File: config.mk
export PLATFORM = sky130hd
export DESIGN_NAME = tws_lane
export DESIGN_NICKNAME = d
export VERILOG_FILES = /design/src/hdl/tws_pkg.sv /design/src/hdl/tws_lane.sv
export SDC_FILE = /design/constraint.sdc
export NUM_CORES = 2
export LEC_CHECK = 0
export ABC_AREA = 1
export BUFFER_PORTS_ARGS = -buffer_cell sky130_fd_sc_hd__buf_2
export CAP_MARGIN = 40
export CORE_ASPECT_RATIO = 1.25
export CORE_MARGIN = 4
export CORE_UTILIZATION = 35
export DETAILED_ROUTE_END_ITERATION = 16
export PLACE_DENSITY = 0.49
export SYNTH_ARGS = -nofsm -noshare
export SYNTH_HDL_FRONTEND = slang
export SYNTH_SLANG_ARGS = --single-unit
File: constraint.sdc
create_clock -name clk -period 8.56 [get_ports clk]
set_input_delay 0.428 -clock clk [delete_from_list [all_inputs] [get_ports clk]]
set_output_delay 0.428 -clock clk [all_outputs]
set_load 0.01 [all_outputs]
File: src/hdl/tws_pkg.sv
// ----------------------------------------------------------------------------
// tws_pkg: shared types and constants of the straight-move controller
// Register indexes, fixed field widths, reset values and control structs.
// ----------------------------------------------------------------------------
package tws_pkg;

  // defaults of the top-level parameters
  localparam int COUNT_BITS_DEF      = 16;
  localparam int DISTANCE_BITS_DEF   = 24;
  localparam int DRIVE_FRAC_BITS_DEF = 14;
  localparam int GAIN_FRAC_BITS_DEF  = 8;

  // fixed widths
  localparam int CFG_DATA_BITS  = 32;
  localparam int CFG_INDEX_BITS = 3;
  localparam int SPEED_BITS     = 10;
  localparam int STEP_BITS      = 8;
  localparam int GAIN_BITS      = 24;
  localparam int TRAVEL_BITS    = 32;
  // 4*target minus the sum of both distances, signed
  localparam int BRAKE_BITS     = TRAVEL_BITS + 4;

  // register reset values
  localparam logic [SPEED_BITS-1:0] GOAL_RESET = SPEED_BITS'(400);
  localparam logic [STEP_BITS-1:0]  STEP_RESET = STEP_BITS'(10);
  localparam logic [SPEED_BITS-1:0] MIN_RESET  = SPEED_BITS'(60);

  typedef enum logic [CFG_INDEX_BITS-1:0] {
    REG_TARGET_DISTANCE,
    REG_GOAL_SPEED,
    REG_SPEED_STEP,
    REG_MIN_SPEED,
    REG_GAIN_PROP,
    REG_GAIN_INTEG,
    REG_GAIN_DERIV
  } cfg_reg_t;

  typedef enum logic [2:0] {
    ST_IDLE,
    ST_ERR,
    ST_MUL,
    ST_SUM,
    ST_RAMP,
    ST_PUSH
  } state_t;

  typedef struct packed {
    logic clear;
    logic err_en;
    logic mul_en;
    logic sum_en;
  } lane_ctrl_t;

  typedef struct packed {
    logic clear;
    logic commit;
  } ramp_ctrl_t;

endpackage

File: src/hdl/tws_lane.sv
// ----------------------------------------------------------------------------
// tws_lane: one wheel's PID lane
// Error, three gain products, rounded correction, saturated drive, distance.
// ----------------------------------------------------------------------------
module tws_lane #(
  parameter int COUNT_BITS      = tws_pkg::COUNT_BITS_DEF,
  parameter int DRIVE_FRAC_BITS = tws_pkg::DRIVE_FRAC_BITS_DEF,
  parameter int GAIN_FRAC_BITS  = tws_pkg::GAIN_FRAC_BITS_DEF
) (
  input  logic                                     clk,
  input  logic                                     rst,
  input  tws_pkg::lane_ctrl_t                      ctrl,
  input  logic signed [COUNT_BITS-1:0]             count,
  input  logic signed [COUNT_BITS+1:0]             skew,
  input  logic [tws_pkg::SPEED_BITS-1:0]           setpoint,
  input  logic [tws_pkg::SPEED_BITS-1:0]           goal,
  input  logic signed [tws_pkg::GAIN_BITS-1:0]     gain_p,
  input  logic signed [tws_pkg::GAIN_BITS-1:0]     gain_i,
  input  logic signed [tws_pkg::GAIN_BITS-1:0]     gain_d,
  output logic signed [DRIVE_FRAC_BITS+1:0]        drive,
  output logic signed [tws_pkg::TRAVEL_BITS-1:0]   travelled
);
  import tws_pkg::*;

  localparam int MB  = (COUNT_BITS > SPEED_BITS) ? COUNT_BITS : SPEED_BITS;
  localparam int EB  = MB + 3;
  localparam int D2B = EB + 2;
  localparam int PB  = GAIN_BITS + D2B;
  localparam int SB  = PB + 3;
  localparam int DB  = SB + 1;
  localparam int DW  = DRIVE_FRAC_BITS + 2;
  localparam int TB  = TRAVEL_BITS;

  localparam logic signed [SB-1:0] HALF      = SB'(2**GAIN_FRAC_BITS / 2);
  localparam logic signed [DB-1:0] FULL_POS  = DB'(2**DRIVE_FRAC_BITS);
  localparam logic signed [DB-1:0] FULL_NEG  = -FULL_POS;
  localparam logic signed [TB:0]   T_MAX     = {2'b00, {(TB-1){1'b1}}};
  localparam logic signed [TB:0]   T_MIN     = {2'b11, {(TB-1){1'b0}}};

  logic signed [EB-1:0]  err, last, prev_err, err_next;
  logic signed [D2B-1:0] d2;
  logic signed [PB-1:0]  prod_p, prod_i, prod_d;
  logic signed [SB-1:0]  corr, corr_sh;
  logic signed [DB-1:0]  drive_wide;
  logic signed [DW-1:0]  drive_next;
  logic signed [TB:0]    trav_sum;
  logic signed [TB-1:0]  trav_next;

  assign err_next = EB'(count) - EB'(signed'({1'b0, setpoint})) + EB'(skew);

  // rounding to nearest, ties up: add half then floor
  assign corr    = SB'(prod_p) + SB'(prod_i) + SB'(prod_d) + HALF;
  assign corr_sh = corr >>> GAIN_FRAC_BITS;
  assign drive_wide = DB'(drive) - DB'(corr_sh);

  always_comb begin
    if (drive_wide > FULL_POS) begin
      drive_next = DW'(FULL_POS);
    end else if (drive_wide < FULL_NEG) begin
      drive_next = DW'(FULL_NEG);
    end else begin
      drive_next = DW'(drive_wide);
    end
  end

  assign trav_sum = (TB+1)'(travelled) + (TB+1)'(count);

  always_comb begin
    if (trav_sum > T_MAX) begin
      trav_next = TB'(T_MAX);
    end else if (trav_sum < T_MIN) begin
      trav_next = TB'(T_MIN);
    end else begin
      trav_next = TB'(trav_sum);
    end
  end

  always_ff @(posedge clk) begin
    if (rst) begin
      drive     <= '0;
      prev_err  <= EB'(signed'({1'b0, GOAL_RESET}));
      travelled <= '0;
    end else if (ctrl.clear) begin
      drive     <= '0;
      prev_err  <= EB'(signed'({1'b0, goal}));
      travelled <= '0;
    end else begin
      if (ctrl.err_en) begin
        prev_err  <= err_next;
        travelled <= trav_next;
      end
      if (ctrl.sum_en) begin
        drive <= drive_next;
      end
    end
  end

  // datapath registers, no reset needed
  always_ff @(posedge clk) begin
    if (ctrl.err_en) begin
      err  <= err_next;
      last <= prev_err;
      d2   <= D2B'(err_next) + D2B'(err_next) - D2B'(prev_err);
    end
    if (ctrl.mul_en) begin
      prod_p <= PB'(gain_p) * PB'(err);
      prod_i <= PB'(gain_i) * PB'(last);
      prod_d <= PB'(gain_d) * PB'(d2);
    end
  end

endmodule

==> impl_results.md <==
- Hold_buf cts: 0
- FF-to-FF Start: err[1]$_DFFE_PP_
- Fraction of layout cells with a size suffix above 1: 5.38%
- Wire length on met1: 92800 um
- Worst setup SP type: flop
- Worst Setup SP: err[1]$_DFFE_PP_
- First-pass GRT wire length: 341000 um
- Max Cap Viol: 0
- Crit share post-route: 86.0%
- Worst Hold Launch: goal[7]
- Warnings, synthesis: 0
- Count of cell types in the netlist: 54
- WL/cell: 18.6 um
- Normalized max-slew margin: 38.0%
- DR vias: 54500
- I/O pin total: 180
- Final Wtd Congestion: 0.915
- Area grow syn2layout: 8.10%
- Die Ht: 512 um
- Setup TNS Final: 0 ps
- Outcome: finished clean
- Most used DFF post-synth: edfxtp_1
- CTS tree: done
- Die width: 411 um
- Port Buffers: 179
- Area leader, netlist: fa_1
- Synthesized area: 0.0711 mm2
- Fin. Hold Viols: 0
- Met3 WL: 8440 um
- Antenna violations before repair: 3
- Root buf cell: clkbuf_16
- Die ar.: 0.210 mm2
- Setup violators final: 0
- FFs w/ async S/R, synth: 0%
- Post-layout min period: 7360 ps
- Cell Rows: 184
- Worst-path fanout max: 11
- Post-synth EDFFs: 189
- Via density: 4.74
- Top Layer Used: met5
- FF+latch count, synth: 256
- Share of the synthesized area in the top cell type: 41.7%
- GRT Total Usage: 20.8%
- Gates resized, CTS repair: 0
- Worst-Skew Late Latency: 610 ps
- Final nets: 10900
- Slew Viols, Final: 0
- Initial Util: 35.3%
- H-tree depth: 2
- Post-detail-place hpwl: 184000 um
- TritonCTS Sinks: 256
- Seq/Total Area, Yosys: 9.87%
- Vias in the first global route: 58900
- Detail Route met2 WL: 105000 um
- Net Count, Synth: 10900
- Largest net degree at the start of global routing: 65
- Fmax: 136 MHz
- Initial DRC Count: 3045
- RSZ-0062 raised after global routing: no
- DRC Markers: 0
- Critical Path RT: 8880 ps
- Synth Instances: 8721
- Critical path class: flop to flop
- Total gr overflow: 0
- Antenna Nets Post-Route: 0
- Top cells by area, synth: fa_1, inv_1, nand2_1
- Setup Skew: 49.5 ps
- Num CTS Buffers: 36
- Bufs on Longest Clock Path: 3
- Final WL: 214000 um
- Hold Crit Class: input port to flop
- Core area: 0.201 mm2
- Setup Buffers After CTS: 0
- Reg clk slew, reported paths: 60 ps
- CP endpoint kind: flop
- Syn avg cell area: 8.15 um2
- WP data arrival: 7690 ps
- Worst Tran Pin Value: 929 ps
- DR pass1 iterations: 6
==> cells in the mapped netlist (3+ instances only) <==
| library cell | n |
|---|---|
| or2_2 | 65 |
| a21boi_0 | 9 |
| and3_1 | 4 |
| fa_1 | 1481 |
| nor4_1 | 12 |
| nor2_2 | 6 |
| a21oi_1 | 361 |
| a21oi_2 | 13 |
| o21ai_1 | 11 |
| clkbuf_1 | 249 |
| o221ai_1 | 8 |
| edfxtp_1 | 189 |
| xor2_1 | 135 |
| nor3_1 | 21 |
| a31o_2 | 3 |
| nand2_1 | 2114 |
| a31oi_1 | 42 |
| o21bai_1 | 8 |
| a21o_1 | 9 |
| buf_1 | 30 |
| ha_1 | 568 |
| buf_2 | 8 |
| nand3_1 | 109 |
| nor2_1 | 378 |
| o21a_1 | 24 |
| a211oi_1 | 6 |
| a221oi_1 | 4 |
| and2_1 | 3 |
| inv_2 | 5 |
| inv_1 | 2379 |
| o221a_2 | 4 |
| xnor2_1 | 126 |
| nand4_1 | 40 |
| o31ai_1 | 3 |
| o21ai_0 | 177 |
| dfxtp_1 | 67 |
| nand2_2 | 10 |
| o211ai_1 | 11 |
| nand3b_1 | 7 |
==> cells in the final DEF (no fill, tap or decap), types with 5 or more instances in the layout <==
cell type,synthesis,layout
nor2_1,378,376
buf_4,1,96
nand3b_1,7,7
ha_1,568,568
xor2_1,135,135
inv_2,5,5
or2_2,65,65
o211ai_1,11,11
nand4_1,40,40
inv_6,0,5
nand2_2,10,10
nor2_2,6,8
buf_8,0,5
nand2_1,2114,2114
a21o_1,9,9
o21ai_0,177,177
inv_1,2379,2379
xnor2_1,126,126
bufinv_16,0,9
a21boi_0,9,9
nand3_1,109,109
buf_16,0,17
a211oi_1,6,6
nor4_1,12,12
edfxtp_1,189,189
clkbuf_16,0,36
a31oi_1,42,42
buf_2,8,177
dfxtp_1,67,67
o21bai_1,8,8
fa_1,1481,1481
o21ai_1,11,11
a21oi_1,361,361
o221ai_1,8,8
nor3_1,21,21
o21a_1,24,24
a21oi_2,13,13
==> stage by stage <==
stage / worst slack [ps] / utilization, % / hold WS (ps) / std cells / cell area, um2
CTS: 1190 / 38.1 / 133 / 11500 / 76800
global placement: 932 / 37.2 / 420 / 11400 / 74900
global route: 828 / 38.1 / 174 / 11500 / 76800
finish: 1200 / 38.1 / 183 / 11500 / 76800
floorplan: 1880 / - / 408 / 8721 / 71100
detailed placement: 1180 / 37.5 / 419 / 11400 / 75500
==> final timing paths <==
kind / endpoint / slack (ps) / cells past startpoint
worst min-delay path: prev_err[7]$_SDFFE_PP1P_ / 180 / 3
worst max-delay path: prod_p[40]$_DFFE_PP_ / 1200 / 20
worst max register to register: prod_p[40]$_DFFE_PP_ / 1200 / 20
worst min register to register: last[15]$_DFFE_PP_ / 430 / 0
==> state kept, by name (all words and copies together) (netlist names) <==
name and count:
last 19, travelled 32, err 19, prod_i 43, d2 20, prod_d 45, prod_p 43, drive 16
prev_err 19
==> cell type report <==
type / instances / area, um2
repair buffers: 295 / 2150
multi-input cells: 5791 / 54000
clock buffers: 39 / 922
well taps: 2697 / 3370
inverters: 2384 / 8950
diodes: 3 / 7.51
flip-flops and latches: 256 / 7020
clock inverters: 27 / 413
fillers: 21100 / 125000
==> worst max-delay path, stage by stage (launching register included) <==
cell      delay, ps
edfxtp_1        600
nand2_1         150
inv_1           110
fa_1            770
fa_1            530
fa_1            950
fa_1            530
inv_1            90
fa_1            400
fa_1            490
inv_1            40
ha_1            280
ha_1            430
nand2_1         130
nor2_1          220
inv_1           100
nor4_1          560
nand4_1         210
nand3_1         240
a31oi_1         140
xnor2_1         140
==> logic make-up (layout without fill, tap and decap cells) <==
group	count (synthesis)	count (layout)	share of synthesized area (%)
xor gates and xnor gates	262	262	3.24
other	0	3	0
and+or+nand+nor	2777	2777	15.5
DFF	256	256	9.87
buffers and inverters	2674	2745	14.2
adders and majority gates	2049	2049	51.7
AOI/OAI and AO/OA	703	703	5.52
==> routing by layer <==
metal | up-vias | global-route usage, %
li1 | 25600 | -
met1 | 27500 | 27.6
met2 | 1156 | 36.2
met3 | 237 | 1.83
met4 | 4 | 5.80
met5 | - | 0
Power is not shown: default switching activity piles up to over one toggle a cycle in this logic, so the estimate is an artifact.
