--- src/hdl/tws_pkg.sv ---
// ----------------------------------------------------------------------------
// tws_pkg: shared types and constants of the straight-move controller
// Register indexes, fixed field widths, reset values and control structs.
// ----------------------------------------------------------------------------
package tws_pkg;

  // defaults of the top-level parameters
  localparam int COUNT_BITS_DEF      = 16;
  localparam int DISTANCE_BITS_DEF   = 24;
  localparam int DRIVE_FRAC_BITS_DEF = 14;
  localparam int GAIN_FRAC_BITS_DEF  = 8;

  // fixed widths
  localparam int CFG_DATA_BITS  = 32;
  localparam int CFG_INDEX_BITS = 3;
  localparam int SPEED_BITS     = 10;
  localparam int STEP_BITS      = 8;
  localparam int GAIN_BITS      = 24;
  localparam int TRAVEL_BITS    = 32;
  // 4*target minus the sum of both distances, signed
  localparam int BRAKE_BITS     = TRAVEL_BITS + 4;

  // register reset values
  localparam logic [SPEED_BITS-1:0] GOAL_RESET = SPEED_BITS'(400);
  localparam logic [STEP_BITS-1:0]  STEP_RESET = STEP_BITS'(10);
  localparam logic [SPEED_BITS-1:0] MIN_RESET  = SPEED_BITS'(60);

  typedef enum logic [CFG_INDEX_BITS-1:0] {
    REG_TARGET_DISTANCE,
    REG_GOAL_SPEED,
    REG_SPEED_STEP,
    REG_MIN_SPEED,
    REG_GAIN_PROP,
    REG_GAIN_INTEG,
    REG_GAIN_DERIV
  } cfg_reg_t;

  typedef enum logic [2:0] {
    ST_IDLE,
    ST_ERR,
    ST_MUL,
    ST_SUM,
    ST_RAMP,
    ST_PUSH
  } state_t;

  typedef struct packed {
    logic clear;
    logic err_en;
    logic mul_en;
    logic sum_en;
  } lane_ctrl_t;

  typedef struct packed {
    logic clear;
    logic commit;
  } ramp_ctrl_t;

endpackage

--- src/hdl/tws_ramp.sv ---
// ----------------------------------------------------------------------------
// tws_ramp: merge stage of both lanes
// Reach flags, finish, setpoint ramp, acceleration and braking decisions.
// ----------------------------------------------------------------------------
module tws_ramp #(
  parameter int DISTANCE_BITS = tws_pkg::DISTANCE_BITS_DEF
) (
  input  logic                                    clk,
  input  logic                                    rst,
  input  tws_pkg::ramp_ctrl_t                     ctrl,
  input  logic signed [tws_pkg::TRAVEL_BITS-1:0]  trav_left,
  input  logic signed [tws_pkg::TRAVEL_BITS-1:0]  trav_right,
  input  logic [DISTANCE_BITS-1:0]                target,
  input  logic [tws_pkg::SPEED_BITS-1:0]          goal,
  input  logic [tws_pkg::STEP_BITS-1:0]           step,
  input  logic [tws_pkg::SPEED_BITS-1:0]          min_speed,
  output logic [tws_pkg::SPEED_BITS-1:0]          setpoint,
  output logic                                    finished,
  output logic                                    reach_left,
  output logic                                    reach_right
);
  import tws_pkg::*;

  localparam int BB  = BRAKE_BITS;
  localparam int SPW = SPEED_BITS + 2;

  logic                  may_acc, may_acc_next;
  logic signed [BB-1:0]  brake_pt, brake_pt_next;
  logic                  brake_valid, brake_valid_next;
  logic signed [BB-1:0]  tgt_s, tl, tr;
  logic                  half_hit, quad_hit;
  logic signed [SPW-1:0] sp_w, goal_w, step_w, lo_w, sp_next;

  assign tgt_s = BB'(signed'({1'b0, target}));
  assign tl    = BB'(trav_left);
  assign tr    = BB'(trav_right);

  assign reach_left  = tl >= tgt_s;
  assign reach_right = tr >= tgt_s;
  assign half_hit    = ((tl <<< 1) >= tgt_s) || ((tr <<< 1) >= tgt_s);

  assign sp_w   = SPW'(signed'({1'b0, setpoint}));
  assign goal_w = SPW'(signed'({1'b0, goal}));
  assign step_w = SPW'(signed'({1'b0, step}));
  assign lo_w   = SPW'(signed'({1'b0, min_speed}));

  always_comb begin
    sp_next = sp_w;
    if (may_acc) begin
      if (sp_w != goal_w) begin
        sp_next = sp_w + step_w;
        if (sp_next > goal_w) begin
          sp_next = goal_w;
        end
      end
    end else if (sp_w > lo_w) begin
      sp_next = sp_w - step_w;
      if (sp_next < lo_w) begin
        sp_next = lo_w;
      end
    end

    may_acc_next = may_acc;
    if (may_acc && half_hit && (sp_next < goal_w)) begin
      may_acc_next = 1'b0;
    end

    brake_pt_next    = brake_pt;
    brake_valid_next = brake_valid;
    if (sp_next >= goal_w - step_w) begin
      brake_pt_next    = (tgt_s <<< 2) - (tl + tr);
      brake_valid_next = 1'b1;
    end

    quad_hit = ((tl <<< 2) >= brake_pt_next) || ((tr <<< 2) >= brake_pt_next);
    if (brake_valid_next && quad_hit) begin
      may_acc_next = 1'b0;
    end
  end

  always_ff @(posedge clk) begin
    if (rst || ctrl.clear) begin
      setpoint    <= '0;
      may_acc     <= 1'b1;
      brake_pt    <= '0;
      brake_valid <= 1'b0;
      finished    <= 1'b0;
    end else if (ctrl.commit) begin
      setpoint    <= SPEED_BITS'(sp_next);
      may_acc     <= may_acc_next;
      brake_pt    <= brake_pt_next;
      brake_valid <= brake_valid_next;
      finished    <= reach_left && reach_right;
    end
  end

endmodule

--- config.mk ---
export PLATFORM = sky130hd
export DESIGN_NAME = tws_ramp
export DESIGN_NICKNAME = d
export VERILOG_FILES = /design/src/hdl/tws_pkg.sv /design/src/hdl/tws_ramp.sv
export SDC_FILE = /design/constraint.sdc
export NUM_CORES = 1
export LEC_CHECK = 0
export BUFFER_PORTS_ARGS = -buffer_cell sky130_fd_sc_hd__buf_2
export CORE_MARGIN = 2
export CORE_UTILIZATION = 60
export CTS_BUF_LIST = sky130_fd_sc_hd__clkbuf_16
export DETAILED_ROUTE_END_ITERATION = 10
export PLACE_DENSITY_LB_ADDON = 0.25
export SYNTH_ARGS = -nofsm -noshare
export SYNTH_HDL_FRONTEND = slang
export SYNTH_SLANG_ARGS = --single-unit
export TNS_END_PERCENT = 1
--- constraint.sdc ---
create_clock -name clk -period 9.6 [get_ports clk]
set_input_delay 0.48 -clock clk [delete_from_list [all_inputs] [get_ports clk]]
set_output_delay 0.48 -clock clk [all_outputs]
set_load 0.03 [all_outputs]
==> flow_summary.ini, run 1 <==
[timing]
fin_crit_sh_pct = 92.0
max_slew.worst_pin.slew_ns = 1.10
fin_setup_tns_ns = 0
period_minus_slack_ns = 8.83
rsz0062_at_grt = false
hold_violations = 0
timing.fmax_mhz = 113
fin_skew_ns = 0.00498
setup-violations-final = 0
maxSlewHeadroom_pct = 26.4
maxSlewViolCount = 0

[critical_path]
cp_max_fo = 25
critPathArrivalTime_ns = 9.04
end_kind = register
cp.required_ns = 9.81
cp_common_cell = ha_1
critPathLaunchType = register
criticalPathCategory = reg -> reg
critical_path.max_stage_delay_ns = 0.51
crit_slowest_cell = a2111oi_0

[power_and_ir_drop]
power.leakage_nw = 6.05
power.density_nw_per_um2 = 130
ir_drop_mv = 0.0762

[cts]
clk_pin_slew_worst_paths_ns = 0.07
htreeDepth = 2
clock-root-buffer = clkbuf_16
cts_tree = done
cts_buffers = 5
clk_latency_ns = 0.31
clk_path_buf_depth = 2
hold_buffers = 0
cts_sinks = 49

[die]
initial_utilization_pct = 61.4
fp.dieW_um = 140
io_pins = 133
dieHeight_um = 140
rows = 49
dieArea_sq_um = 19600
core_area_sq_um = 18000

[cells_and_area]
fill_cells = 1590
synthToLayoutAreaGrowth_pct = 9.21
layout.nets = 1935
drive_gt1_share_pct = 11.2
final_util_pct = 67.1
multi_input_area_sq_um = 9400
diodes = 0
regArea_sq_um = 981

[synthesis]
mappedNetlistArea_sq_um = 11100
seq_area_frac_synth_pct = 8.86
synth_cells = 1396
synth-async-reset-ratio_pct = 0
yosys-top-cells-area = ha_1 31%, dfxtp_1 8.9%, inv_1 5.3%
ys_types = 71
yosysTopAreaCellShare_pct = 31.1
synth_nets = 1819
synth-seq-cells = 49
ys_warn_count = 0
synth_top_area_cell = ha_1
synth_top_flop_cell = dfxtp_1
synth-edff-count = 0
avgSynthCellArea_sq_um = 7.93

[detailed_routing]
finalWirelength_um = 31900
vias = 10900
drcViolationCount = 0
antenna_left = 0
firstDrtPassIters = 6
routed_via_density = 6.26
initialDrtViolationCount = 824
wl_per_cell_um = 18.3

[global_route]
grt_pass1_wl_um = 52400
grt_max_degree = 40
grt_usage_pct = 32.6
grt_pass1_vias = 10600
antenna_found_initial = 0
grt_overflow = 0

[status]
status = finished clean

[place]
port_buffers = 132
dp_hpwl_um = 27000
gp_congestion = 0.954

[run]
drv_cap = 0

[hold_path]
hp-class = reg -> reg
[cell families after synthesis]
kind of cell | count (synthesis) | synth area share (%)
xor gates and xnor gates | 56 | 4.43
muxes | 42 | 3.93
buffers and inverters | 185 | 6.37
adders and majority gates | 304 | 36.2
and+or+nand+nor | 365 | 16.5
AOI/OAI and AO/OA | 395 | 23.7
DFF | 49 | 8.86
[metrics by stage]
stage	area [sq um]	setup WS [ns]	hold slack, ns	power [mW]	std cells
3_3_place_gp	11900	0.750	0.441	1.33	1734
2_1_floorplan	11100	1.31	0.432	1.06	1396
4_1_cts	12100	0.587	0.455	1.55	1741
5_1_grt	12100	0.0608	0.473	1.71	1741
3_5_place_dp	11900	0.471	0.446	1.36	1734
6_report	12100	0.772	0.456	1.57	1741
[worst max-delay path, delay by kind of cell, from the launching register on]
family	cells	cell delay (ns)
AO/OA/AOI/OAI	15	3.38
adder cells (fa/ha/maj)	6	1.88
AND/OR/NAND/NOR	9	1.81
buffers and inverters	4	0.78
flip-flops	1	0.37
multiplexers	1	0.32
XOR/XNOR	1	0.16
[power breakdown]
| group | total, mW | internal (mW) | switching [mW] |
|---|---|---|---|
| Combinational | 1.15 | 0.482 | 0.671 |
| Sequential | 0.232 | 0.217 | 0.0158 |
| Clock | 0.185 | 0.0947 | 0.0902 |
[final timing paths]
kind	start	endpoint	slack, ns	cells after the start
min	brake_pt[1]	brake_pt[1]	0.46	2
min reg2reg	brake_pt[1]	brake_pt[1]	0.46	2
max reg2reg	setpoint[0]	may_acc	0.77	36
max	setpoint[0]	may_acc	0.77	36
[cells in the final DEF (no fill, tap or decap), types with 6 or more instances in the layout]
master     netlist  routed
and4_1          11      11
xnor2_1         33      33
mux2_2           8       8
o21bai_1        10      10
nor4_1          12      12
a21oi_1        104     104
nor2b_1         20      20
a31oi_1         14      14
and2_1           9       9
nand2_1        106     106
xor2_1          23      23
and3_1          12      12
o21a_1          23      23
o211ai_1        13      13
nor3_1          24      24
nand4_1         33      33
buf_4            0       6
mux2i_1         33      33
a211oi_1        23      23
inv_1          156     156
nand2b_1        15      15
ha_1           275     274
nand3_1         27      27
buf_2            3     132
fa_1            28      28
dfxtp_1         49      49
or4_1            6       6
a2111oi_0       12      12
a21o_1          67      67
o21ai_0         66      66
o31ai_1          6       6
nor2_1          73      73
[cell type report]
| type | count | share of cell area (%) |
|---|---|---|
| inverter | 156 | 4.84 |
| sequential | 49 | 8.11 |
| multi-input combinational | 1162 | 77.7 |
| clock buffer | 5 | 1.03 |
| clock inverter | 2 | 0.0931 |
| timing repair buffer | 138 | 5.84 |
| tap | 229 | 2.37 |
[routing by layer]
| layer | vias up | global-route usage, % | wire length [um] |
|---|---|---|---|
| met1 | 5066 | 43.3 | 14000 |
| met5 | - | 0 | 0 |
| met3 | 67 | 4.75 | 2280 |
| met2 | 403 | 55.1 | 14800 |
| li1 | 5364 | - | - |
| met4 | 0 | 9.11 | 934 |
[sequential cells by signal, summed over array words and instances, names as in the netlist, named ones only]
signal and flops:
brake_pt 35, brake_valid 1, finished 1, may_acc 1, setpoint 10
[Yosys cell counts, types with 24 or more instances]
library cell and count:
nand3_1 27, fa_1 28, a21o_1 67, nor3_1 24, ha_1 275, a21oi_1 104, o21ai_0 66, inv_1 156
nand2_1 106, nand4_1 33, mux2i_1 33, dfxtp_1 49, xnor2_1 33, nor2_1 73
[timing repair]
action,in CTS,in global routing
buffers inserted,0,0
setup endpoints to repair,0,1
resized for setup,0,2
Note: power is estimated with default switching activity, not from simulation.
==> run 2: changes to the inputs <==
--- a/config.mk
+++ b/config.mk
@@ -6,7 +6,7 @@
 export NUM_CORES = 1
 export LEC_CHECK = 0
 export BUFFER_PORTS_ARGS = -buffer_cell sky130_fd_sc_hd__buf_2
-export CORE_MARGIN = 2
+export CORE_MARGIN = 3
 export CORE_UTILIZATION = 60
 export CTS_BUF_LIST = sky130_fd_sc_hd__clkbuf_16
 export DETAILED_ROUTE_END_ITERATION = 10
==> flow_summary.ini, run 2 (synthesis gave the netlist of run 1 again) <==
[place]
dpl_worst_slack_ns = 0.551
gp_congestion = 0.980
port_buffers = 132
dp_hpwl_um = 27200

[critical_path]
criticalPathCategory = reg -> reg
r2r_setup_slack_ns = 0.54
path_buf_inv = 3
crit_slowest_cell = a2111oi_0
cp_max_fo = 24
cp.required_ns = 9.80
critPathLaunchType = register
cp_top_family = compound AO/OA/AOI/OAI gates
r2r_start = setpoint[0]
critical_path.max_stage_delay_ns = 0.60
r2r-end = may_acc
critPathArrivalTime_ns = 9.26
r2r_cells = 36
end_kind = register

[cts]
clk_path_buf_depth = 2
clk_latency_ns = 0.30
cts_tree = done
htreeDepth = 2
clk_pin_slew_worst_paths_ns = 0.07
cts_sinks = 49
post_cts_buffers = 0
cts_buffers = 5
clock-root-buffer = clkbuf_16

[hold_path]
worstHoldEndpoint = brake_pt[20]
hp-class = reg -> reg
whs_path_depth = 2
holdCritStartpoint = brake_pt[20]

[status]
status = finished clean

[die]
fp.dieW_um = 142
dieHeight_um = 142
core_area_sq_um = 18000
dieArea_sq_um = 20100
initial_utilization_pct = 61.4
io_pins = 133
rows = 49

[timing]
hold_violations = 0
fin_crit_sh_pct = 94.3
timing.fmax_mhz = 110
maxSlewHeadroom_pct = 40.3
fin_skew_ns = 0.0114
max_slew.worst_pin.slew_ns = 0.895
fin_setup_tns_ns = 0
setup-violations-final = 0
maxSlewViolCount = 0
setup_ws_ns = 0.544
period_minus_slack_ns = 9.06
rsz0062_at_grt = false
fin_hold_ws_ns = 0.458

[power_and_ir_drop]
power.density_nw_per_um2 = 131
power.leakage_nw = 6.09
ir_drop_mv = 0.0849

[cells_and_area]
fill_cells = 1598
largest_reg_flops = 35
layout_commonest_cell = ha_1
reg.largest.list = brake_pt x35, setpoint x10
layout.nets = 1937
final_cell_mix = 275 x ha_1, 157 x inv_1, 132 x buf_2
regMostFlops = brake_pt
synthToLayoutAreaGrowth_pct = 9.56
diodes = 0
drive_gt1_share_pct = 11.3
multi_input_area_sq_um = 9390
regArea_sq_um = 981

[detailed_routing]
wl_per_cell_um = 18.6
firstDrtPassIters = 5
initialDrtViolationCount = 775
antenna_left = 0
drcViolationCount = 0
routed_via_density = 6.29
vias = 11000
finalWirelength_um = 32500

[global_route]
grt_usage_pct = 31.6
grt_max_degree = 40
grt_pass1_wl_um = 52000
grt_pass1_vias = 10500
grt_overflow = 0
antenna_found_initial = 0

[run]
drv_cap = 0
## run 2: layout make-up
class,instances,share of cell area (%)
Inverter,156,4.83
Tap cell,229,2.36
Clock inverter,3,0.309
Sequential cell,49,8.09
Timing Repair Buffer,140,5.94
Multi-Input combinational cell,1162,77.4
Clock buffer,5,1.03
## run 2: per-layer routing
layer	vias up	part of all wire, %	global-route usage, %
met5	-	0	0
met4	0	3.4	9.80
met3	85	6.4	2.90
met2	434	46	52.9
met1	5099	44	43.0
li1	5355	-	-
## run 2: how the worst max path moves through the flow
stage,start,to,slack (ns),cells past startpoint
final,setpoint[0],may_acc,0.54,36
after global routing,setpoint[0],may_acc,0.01,37
after CTS,setpoint[0],may_acc,0.63,35
after detailed placement,step[0],may_acc,0.55,36
after global placement,step[1],may_acc,0.81,37
after floorplan,setpoint[0],may_acc,1.31,41
## run 2: where the power goes
| part | internal, mW | switching, mW |
|---|---|---|
| registers | 0.217 | 0.0152 |
| logic | 0.482 | 0.667 |
| clock network | 0.122 | 0.0891 |
| total | 0.820 | 0.772 |
## run 2: worst reg2reg max path: cells and delay by family, from the launching register on
kind | cells | cell delay (ns)
adders and majority gates | 6 | 2.07
AOI/OAI and AO/OA | 18 | 4.03
DFF | 1 | 0.45
buffers and inverters | 3 | 0.44
and+or+nand+nor | 9 | 2.01
## run 2: through the flow
stage | power [mW] | instance area, sq um | utilization, % | instances
finish | 1.59 | 12100 | 67.3 | 1744
floorplan | 1.06 | 11100 | - | 1396
global route | 1.73 | 12100 | 67.3 | 1744
global placement | 1.33 | 12000 | 66.3 | 1736
detailed placement | 1.36 | 12000 | 66.3 | 1736
CTS | 1.57 | 12100 | 67.2 | 1744
## run 2: what timing repair did
item / 4_1_cts / 5_1_grt
hold buffers: 0 / 0
setup endpoints to repair: 0 / 1
gates resized for setup: 0 / 1
